===== src/rtl/sfr_pkg.sv =====
// ----------------------------------------------------------------------------
// sfr_pkg
// Shared constants and types for the serial command frame receiver.
// ----------------------------------------------------------------------------
package sfr_pkg;

  localparam int unsigned MAX_PAYLOAD = 10;

  localparam logic [7:0] SYNC_BYTE  = 8'hAA;
  localparam logic [7:0] END_BYTE   = 8'h0A;
  localparam logic [7:0] CMD_NACK_A = 8'h55;
  localparam logic [7:0] CMD_READ   = 8'h56;
  localparam logic [7:0] CMD_SCHED  = 8'h15;
  localparam logic [7:0] CMD_PILL   = 8'h07;
  localparam logic [7:0] CMD_NACK_B = 8'h26;
  localparam logic [7:0] READ_KEY   = 8'h52;

  localparam logic [3:0] LEN_READ  = 4'd1;
  localparam logic [3:0] LEN_SCHED = 4'd4;
  localparam logic [3:0] LEN_PILL  = 4'd2;

  // Byte slots inside a frame
  localparam logic [3:0] POS_HUNT    = 4'd0;
  localparam logic [3:0] POS_CMD     = 4'd1;
  localparam logic [3:0] POS_LEN     = 4'd2;
  localparam logic [3:0] POS_PAYLOAD = 4'd3;

  typedef enum logic [2:0] {
    V_BAD_END   = 3'd0,
    V_BAD_SUM   = 3'd1,
    V_READ      = 3'd2,
    V_SCHED     = 3'd3,
    V_PILL      = 3'd4,
    V_UNKNOWN   = 3'd5,
    V_WRONG_LEN = 3'd6
  } verdict_t;

  function automatic logic known_command(input logic [7:0] b);
    return (b == CMD_NACK_A) || (b == CMD_READ) || (b == CMD_SCHED) ||
           (b == CMD_PILL) || (b == CMD_NACK_B);
  endfunction

endpackage


===== src/rtl/serial_command_frame_receiver.sv =====
// ----------------------------------------------------------------------------
// serial_command_frame_receiver
// Parses sync/command/length/payload/checksum/terminator frames from a byte
// stream and reports one verdict per completed frame.
// ----------------------------------------------------------------------------
// Usage:
//   in_*  : one received serial byte per word (valid/ready).
//   out_* : one verdict word per completed frame, with command, length and
//           the first four payload bytes (zero where the frame has fewer).
//   Frames: 0xAA, command, length L (0..10), L payload bytes, 8-bit sum of
//   the payload, 0x0A. Unknown commands and lengths above 10 drop the frame
//   silently; bytes outside a frame are ignored.
// Timing:
//   A byte is taken every cycle while the input register is not stalled. Each
//   accepted byte is held in the input register, where the frame state advances;
//   the terminator byte's verdict is written into the output register when that
//   byte is consumed there, and out_valid is driven from the output register.
// Reset:
//   rst_n (synchronous, low) returns the parser to sync hunting and empties
//   both registers.
// Stall:
//   While out_ready is low a pending verdict holds; bytes that produce no
//   verdict keep flowing, and the input register stalls only when a second
//   verdict is ready to be written behind the held one.
// ----------------------------------------------------------------------------
module serial_command_frame_receiver
  import sfr_pkg::*;
(
  input  logic       clk,
  input  logic       rst_n,
  input  logic       in_valid,
  output logic       in_ready,
  input  logic [7:0] in_rx_byte,
  output logic       out_valid,
  input  logic       out_ready,
  output logic [2:0] out_verdict,
  output logic [7:0] out_command_code,
  output logic [3:0] out_payload_length,
  output logic [7:0] out_payload_first,
  output logic [7:0] out_payload_second,
  output logic [7:0] out_payload_third,
  output logic [7:0] out_payload_fourth
);

  logic       s1_valid_r;
  logic [7:0] s1_byte_r;

  logic [3:0] pos_r, pos_nxt;
  logic [7:0] cmd_r, cmd_nxt;
  logic [3:0] len_r, len_nxt;
  logic [7:0] sum_r, sum_nxt;
  logic       match_r, match_nxt;
  logic [7:0] head_r [4];

  logic       out_valid_r;
  verdict_t   verdict_r, verdict_nxt;
  logic [7:0] ocmd_r;
  logic [3:0] olen_r;
  logic [7:0] opay_r [4];
  logic [7:0] opay_nxt [4];

  logic       emit;
  logic       head_we;
  logic [3:0] pay_idx;
  logic [3:0] sum_pos;
  logic       out_free;
  logic       fire;

  assign out_free = !out_valid_r || out_ready;
  assign fire     = s1_valid_r && (!emit || out_free);
  assign in_ready = !s1_valid_r || fire;
  assign pay_idx  = pos_r - POS_PAYLOAD;
  assign sum_pos  = len_r + POS_PAYLOAD;

  // Frame state advance for the byte in the input register
  always_comb begin
    pos_nxt   = pos_r;
    cmd_nxt   = cmd_r;
    len_nxt   = len_r;
    sum_nxt   = sum_r;
    match_nxt = match_r;
    emit      = 1'b0;
    head_we   = 1'b0;
    priority if (pos_r == POS_HUNT) begin
      if (s1_byte_r == SYNC_BYTE) pos_nxt = POS_CMD;
    end else if (pos_r == POS_CMD) begin
      if (known_command(s1_byte_r)) begin
        cmd_nxt = s1_byte_r;
        pos_nxt = POS_LEN;
      end else begin
        pos_nxt = POS_HUNT;
      end
    end else if (pos_r == POS_LEN) begin
      if (s1_byte_r > 8'(MAX_PAYLOAD)) begin
        pos_nxt = POS_HUNT;
      end else begin
        len_nxt   = s1_byte_r[3:0];
        sum_nxt   = '0;
        match_nxt = 1'b0;
        pos_nxt   = POS_PAYLOAD;
      end
    end else if (pos_r < sum_pos) begin
      head_we = (pay_idx < 4'd4);
      sum_nxt = sum_r + s1_byte_r;
      pos_nxt = pos_r + 4'd1;
    end else if (pos_r == sum_pos) begin
      match_nxt = (s1_byte_r == sum_r);
      pos_nxt   = pos_r + 4'd1;
    end else begin
      emit    = 1'b1;
      pos_nxt = POS_HUNT;
    end
  end

  // Verdict and output payload for the terminator slot
  always_comb begin
    priority if (s1_byte_r != END_BYTE) begin
      verdict_nxt = V_BAD_END;
    end else if (!match_r) begin
      verdict_nxt = V_BAD_SUM;
    end else if (cmd_r == CMD_READ) begin
      verdict_nxt = (len_r == LEN_READ && head_r[0] == READ_KEY) ? V_READ : V_WRONG_LEN;
    end else if (cmd_r == CMD_SCHED) begin
      verdict_nxt = (len_r == LEN_SCHED) ? V_SCHED : V_WRONG_LEN;
    end else if (cmd_r == CMD_PILL) begin
      verdict_nxt = (len_r == LEN_PILL) ? V_PILL : V_WRONG_LEN;
    end else begin
      verdict_nxt = V_UNKNOWN;
    end
    for (int k = 0; k < 4; k++) begin
      opay_nxt[k] = (len_r > 4'(k)) ? head_r[k] : 8'h00;
    end
  end

  always_ff @(posedge clk) begin
    if (!rst_n) begin
      s1_valid_r  <= 1'b0;
      out_valid_r <= 1'b0;
      pos_r       <= POS_HUNT;
      cmd_r       <= '0;
      len_r       <= '0;
      sum_r       <= '0;
      match_r     <= 1'b0;
    end else begin
      if (in_ready) s1_valid_r <= in_valid;
      if (fire) begin
        pos_r   <= pos_nxt;
        cmd_r   <= cmd_nxt;
        len_r   <= len_nxt;
        sum_r   <= sum_nxt;
        match_r <= match_nxt;
      end
      if (fire && emit) out_valid_r <= 1'b1;
      else if (out_ready) out_valid_r <= 1'b0;
    end
  end

  always_ff @(posedge clk) begin
    if (in_ready) s1_byte_r <= in_rx_byte;
    if (fire && head_we) head_r[pay_idx[1:0]] <= s1_byte_r;
    if (fire && emit) begin
      verdict_r <= verdict_nxt;
      ocmd_r    <= cmd_r;
      olen_r    <= len_r;
      opay_r    <= opay_nxt;
    end
  end

  assign out_valid          = out_valid_r;
  assign out_verdict        = verdict_r;
  assign out_command_code   = ocmd_r;
  assign out_payload_length = olen_r;
  assign out_payload_first  = opay_r[0];
  assign out_payload_second = opay_r[1];
  assign out_payload_third  = opay_r[2];
  assign out_payload_fourth = opay_r[3];

endmodule


===== config.mk =====
export PLATFORM = sky130hd
export DESIGN_NAME = serial_command_frame_receiver
export DESIGN_NICKNAME = d
export VERILOG_FILES = /design/src/rtl/sfr_pkg.sv /design/src/rtl/serial_command_frame_receiver.sv
export SDC_FILE = /design/constraint.sdc
export NUM_CORES = 1
export LEC_CHECK = 0
export ABC_AREA = 1
export ABC_CLOCK_PERIOD_IN_PS = 5150
export BUFFER_PORTS_ARGS = -buffer_cell sky130_fd_sc_hd__buf_2
export CAP_MARGIN = 20
export CORE_UTILIZATION = 30
export CTS_BUF_LIST = sky130_fd_sc_hd__clkbuf_4 sky130_fd_sc_hd__clkbuf_8
export CTS_CLUSTER_SIZE = 25
export DETAILED_ROUTE_END_ITERATION = 10
export SETUP_SLACK_MARGIN = 0.3
export SYNTH_ARGS = -nofsm -noshare
export SYNTH_HDL_FRONTEND = slang
export SYNTH_SLANG_ARGS = --single-unit

===== constraint.sdc =====
create_clock -name clk -period 5.15 [get_ports clk]
set_input_delay 1.2875 -clock clk [delete_from_list [all_inputs] [get_ports clk]]
set_output_delay 1.2875 -clock clk [all_outputs]
set_load 0.01 [all_outputs]

Yosys cells after proc, flatten, opt, wreduce, memory -nomap -nowiden
Memory sizes are Yosys's and may differ from the RTL's. A register that Yosys moved wholly into a read port is not among the register bits.
Cells that the tools add are included.
Widths: inputs -> output; s select.
{"block": "op_classes", "n_addsub": 4, "order_cmp": 7, "eq_ne": 21, "n_mux": 35, "bitwise": 4, "reduce_logical": 27}
{"op": "$eq 8x7->1 const B", "count": 4}
{"op": "$mux 4", "count": 6}
{"op": "$mux 8", "count": 3}
{"op": "$mux 1", "count": 18}
{"op": "$eq 8x3->1 const B", "count": 2}
{"op": "$eq 8x5->1 const B", "count": 2}
{"op": "$mux 3", "count": 4}
{"op": "$reduce_and 5->1", "count": 2}
{"op": "$add 8x8->8", "count": 1}
{"op": "$eq 4x1->1 const B", "count": 2}
{"op": "$eq 4x2->1 const B", "count": 2}
{"op": "$eq 8x6->1 const B", "count": 1}
{"op": "$eq 8x8->1", "count": 1}
{"op": "$eq 8x8->1 const B", "count": 1}
{"op": "$gt 4x1->1 const B", "count": 2}
{"op": "$gt 4x2->1 const B", "count": 2}
{"op": "$gt 8x4->1 const B", "count": 1}
{"op": "$mux 2", "count": 4}
{"op": "$ne 8x4->1 const B", "count": 1}
{"op": "$logic_or 1x1->1", "count": 7}
{"op": "$logic_not 1->1", "count": 6}
{"op": "$reduce_and 6->1", "count": 1}
{"op": "$reduce_bool 2->1", "count": 3}
{"op": "$add 4x1->4 const B", "count": 1}
{"op": "other kinds (14)", "count": 21}
{"block": "word_totals", "reg_bits": 58, "ramBits": 32, "input_bits": 12, "output_inout_bits": 49, "word_cells": 112, "memories": 1}
{"memory": "head_r", "depth": 4, "width": 8, "rd": 4, "rd_clocked_by_memory_dff": 3, "write_ports": 1, "line_no": "serial_command_frame_receiver.sv:53", "source": "logic [7:0] head_r [4];"}

Logic depth before layout (Yosys ltp)
{"block": "logic_depth", "ltp_word": 13, "ltp_mapped": 16, "ltp_nobuf": 16}

Worst setup path after synthesis
OpenSTA, ideal clock, no wires.
{"block": "synth_path", "kind": "input -> output", "startpoint": "input port out_ready", "endpoint": "output port in_ready", "t_arrival_ns": 1.942, "required_ns": 3.863, "path_slack_ns": 1.920, "path_stages": 2, "cell_sequence": "nor2_1 -> nand4_1"}
{"block": "synth_via", "elab_chain_cells": 4}
{"item": "start: declaration", "line_no": "serial_command_frame_receiver.sv:35", "source": "input logic out_ready,"}
{"item": "$logic_or 1x1->1", "line_no": "serial_command_frame_receiver.sv:69", "source": "assign out_free = !out_valid_r || out_ready;"}
{"item": "$logic_or 1x1->1", "line_no": "serial_command_frame_receiver.sv:70", "source": "assign fire = s1_valid_r && (!emit || out_free);"}
{"item": "$logic_and 1x1->1", "line_no": "serial_command_frame_receiver.sv:70"}
{"item": "$logic_or 1x1->1", "line_no": "serial_command_frame_receiver.sv:71", "source": "assign in_ready = !s1_valid_r || fire;"}
{"item": "end: declaration", "line_no": "serial_command_frame_receiver.sv:32", "source": "output logic in_ready,"}
No other way between the ends.

Final worst setup path
{"block": "layout_path", "startpoint": "register len_r[1]", "endpoint": "output port in_ready"}
{"block": "layout_via", "elab_chain_cells": 11, "elab_cells_between_ends": 12}
{"item": "start: declaration", "line_no": "serial_command_frame_receiver.sv:50", "source": "logic [3:0] len_r, len_nxt;"}
{"item": "start signal: assignment", "line_no": "serial_command_frame_receiver.sv:149", "source": "len_r <= len_nxt;"}
{"item": "$add 4x2->4 *", "line_no": "serial_command_frame_receiver.sv:73", "source": "assign sum_pos = len_r + POS_PAYLOAD;"}
{"item": "parallel branches: the longest is 2 deep, another holds $lt 4x4->1"}
{"item": "$mux 1 *", "line_no": "serial_command_frame_receiver.sv:102", "source": "end else if (pos_r < sum_pos) begin"}
{"item": "$mux 1 *", "line_no": "serial_command_frame_receiver.sv:93", "source": "end else if (pos_r == POS_LEN) begin"}
{"item": "$mux 1 *", "line_no": "serial_command_frame_receiver.sv:86", "source": "end else if (pos_r == POS_CMD) begin"}
{"item": "$mux 1 *", "line_no": "serial_command_frame_receiver.sv:84", "source": "priority if (pos_r == POS_HUNT) begin"}
{"item": "$logic_not 1->1 *", "line_no": "serial_command_frame_receiver.sv:70"}
{"item": "$logic_or 1x1->1 *", "line_no": "serial_command_frame_receiver.sv:70"}
{"item": "$logic_and 1x1->1 *", "line_no": "serial_command_frame_receiver.sv:70"}
{"item": "$logic_or 1x1->1 *", "line_no": "serial_command_frame_receiver.sv:71"}
Mark *: on every way between the ends.

==> impl_metrics.env <==
export IMPL_ys_warn_count=0
export IMPL_cts_tree="done"
export IMPL_nNetsFinal=600
export IMPL_grt_max_degree=49
export IMPL_gp_congestion=0.838
export IMPL_topRoutingLayerUsed="met4"
export IMPL_n_fill_cell=1649
export IMPL_power_leakage_nw=2.66
export IMPL_wl_per_cell_microns=13.2
export IMPL_firstDrtPassIters=4
export IMPL_pin_count=61
export IMPL_antenna_cells=0
export IMPL_finalClockSkew_ns=0.0131
export IMPL_cts_setup_buffers=0
export IMPL_place_ws_ns=1.16
export IMPL_min_path_type="reg -> reg"
export IMPL_die_h_microns=132
export IMPL_end_kind="primary output"
export IMPL_vias_per_cell=4.27
export IMPL_peakVddDrop_v=0.000145
export IMPL_timing_final_ws_setup_ns=0.948
export IMPL_crit_type="reg -> out"
export IMPL_slew_violations=0
export IMPL_overflow=0
export IMPL_start_kind="flop"
export IMPL_p_int_mw=1.45
export IMPL_period_share_pct=81.6
export IMPL_status="complete, no violations"
export IMPL_powerDensity_mw_per_mm2=308
export IMPL_r2r_setup_slack_ns=1.97
export IMPL_dr_wl_met3_microns=507
export IMPL_dieWidth_microns=132
export IMPL_seqPwrFrac_pct=54.0
export IMPL_antenna_found_initial=0
export IMPL_cts_root_buf="clkbuf_8"
export IMPL_dpl_hpwl_microns=7480
export IMPL_power_frac_clock_pct=44.4
export IMPL_clock_sinks=114
export IMPL_grt_pass1_vias=3265
export IMPL_grt_pass1_wl_microns=16900
export IMPL_io_buffers=60
export IMPL_core_area_sq_mm=0.0165
export IMPL_synth_top_area_share_pct=51.5
export IMPL_met2_length_microns=5020
export IMPL_syn_avg_cell_area_sq_um=10.3
export IMPL_hold_path_cell_count=0
export IMPL_final_cell_mix="nand2_1 (87), edfxtp_1 (87), nor2_1 (83), inv_1 (77), buf_2 (60)"
export IMPL_drt_met1_wl_microns=4770
export IMPL_crit_arrival_ns=2.91
export IMPL_grtUsageTotal_pct=12.9
export IMPL_p_comb_share_pct=1.7
export IMPL_max_slew_margin_pct=32.0
export IMPL_utilization_pct=36.4
export IMPL_r2r_start="len_r[1]$_SDFFE_PN0P_"
export IMPL_p_sw_uw=401
export IMPL_ys_ff_latch=114
export IMPL_switching_share_pct=21.7
export IMPL_drv_cap=0
export IMPL_cts_buffers=17
export IMPL_fin_crit_ns=4.20
export IMPL_synth_seq_area_share_pct=62.2
export IMPL_fmax_mhz=238
export IMPL_row_count=47
export IMPL_worst_hold_slack_ns=0.433
export IMPL_synth_nets=526
export IMPL_tightest_slew_ns=1.02
export IMPL_holdBufCountCts=0
export IMPL_rsz0062_at_grt="no"
export IMPL_drt_wl_total_microns=10600
export IMPL_drcViolationCount=0
export IMPL_synthCells=493
export IMPL_whs_endpoint="out_command_code[2]$_DFFE_PP_"
export IMPL_syn_cell_area_sq_mm=0.00507
export IMPL_die_area_sq_mm=0.0174
export IMPL_path_max_fanout=10
export IMPL_start_util_pct=30.7
export IMPL_route_vias_total=3413
export IMPL_clock_latency_ns=0.43
export IMPL_setup_violations=0
export IMPL_area_delta_synth_final_pct=18.4
export IMPL_synth_top_cell_by_area="edfxtp_1"
export IMPL_min_from="cmd_r[2]$_SDFFE_PN0P_"
export IMPL_synth_area_leaders="edfxtp_1 (52%), dfxtp_1 (11%), nand2_1 (6.4%)"
export IMPL_hold_violations=0
export IMPL_synth_cell_types=34
export IMPL_cts_clk_slew_worst_paths_ns=0.07
export IMPL_fin_setup_tns_ns=0
export IMPL_required_ns=3.86
export IMPL_cts_max_path_buffers=2
export IMPL_drtAntennaViolNets=0
export IMPL_drive_above_1_share_pct=19.1
export IMPL_drtIter0Drc=251
export IMPL_cts_resized=0
export IMPL_cts_htree_levels=4
export IMPL_r2r_cells=13
export IMPL_timing_rr_end="out_payload_length[1]$_DFFE_PP_"
==> metal layers <==
layer,global-route usage (%),vias to the layer above
met5,0,-
met4,7.49,0
met3,3.96,16
met2,20.2,90
met1,15.7,1556
li1,-,1751
==> through the flow <==
step                      area [sq um]  total power [mW]  instances
final                             6010              1.85        800
after global routing              6010              1.92        800
after CTS                         6010              1.87        800
after detailed placement          5610              1.05        768
after global placement            5610              1.05        768
after floorplan                   5070              1.03        493
==> kinds of logic after synthesis <==
group	synth area share, %
buffers and inverters	6.83
AOI/OAI and AO/OA	3.85
and+or+nand+nor	20.3
xor gates and xnor gates	1.55
DFF	62.2
adders and majority gates	5.33
==> Yosys cell counts <==
library cell	n
edfxtp_1	87
nand2_1	87
nor2_1	83
inv_1	78
a21oi_1	28
dfxtp_1	27
nand3_1	27
ha_1	20
nor3_1	6
nand4_1	5
xor2_1	5
nand2_4	4
nor4_1	4
xnor2_1	4
nand2_2	3
buf_6	2
clkbuf_1	2
nand3_4	2
nand3b_1	2
nor2_4	2
o21ai_0	2
a21boi_0	1
a21o_1	1
a21oi_2	1
a21oi_4	1
buf_2	1
clkinv_1	1
clkinv_4	1
fa_1	1
inv_4	1
nand4_2	1
nor2b_4	1
o21ai_1	1
or2_2	1
==> sequential cells by signal, indices dropped and copies added, names as in the netlist, 8 cells and up <==
name	cells
out_payload_fourth	8
head_r	32
out_payload_second	8
cmd_r	8
sum_r	8
out_payload_third	8
s1_byte_r	8
out_payload_first	8
out_command_code	8
==> area by class of cell <==
class / instances / area, sq um / share of cell area (%)
clock buffers: 19 / 262 / 4.35
repair buffers: 60 / 300 / 5.00
multi-input cells: 293 / 1570 / 26.2
clock inverters: 13 / 133 / 2.21
flip-flops and latches: 114 / 3150 / 52.5
inverters: 81 / 312 / 5.19
well taps: 220 / 275 / 4.58
==> worst max-delay path: stages, from the launching register on <==
cell	delay (ns)
dfxtp_1	0.43
inv_1	0.12
ha_1	0.22
xor2_1	0.15
ha_1	0.28
nand2_1	0.06
inv_1	0.04
nand2_1	0.10
nand2_1	0.11
nor2_4	0.13
nand4_1	0.49
buf_2	0.34
==> how the worst max path moves through the flow <==
stage                          startpoint        to  slack [ns]
floorplan                       out_ready  in_ready        1.92
global placement                out_ready  in_ready        1.20
detailed placement              out_ready  in_ready        1.16
CTS                 len_r[1]$_SDFFE_PN0P_  in_ready        0.85
global route        len_r[0]$_SDFFE_PN0P_  in_ready        0.68
finish              len_r[1]$_SDFFE_PN0P_  in_ready        0.95
==> power groups by stage <==
stage	logic, mW	clock network [mW]	registers (mW)
floorplan	0.0230	0	1.01
global placement	0.0304	0	1.02
detailed placement	0.0312	0	1.02
CTS	0.0313	0.844	0.998
global route	0.0352	0.883	0.998
finish	0.0309	0.821	0.998
No activity file was read; power rests on OpenSTA's default activity.
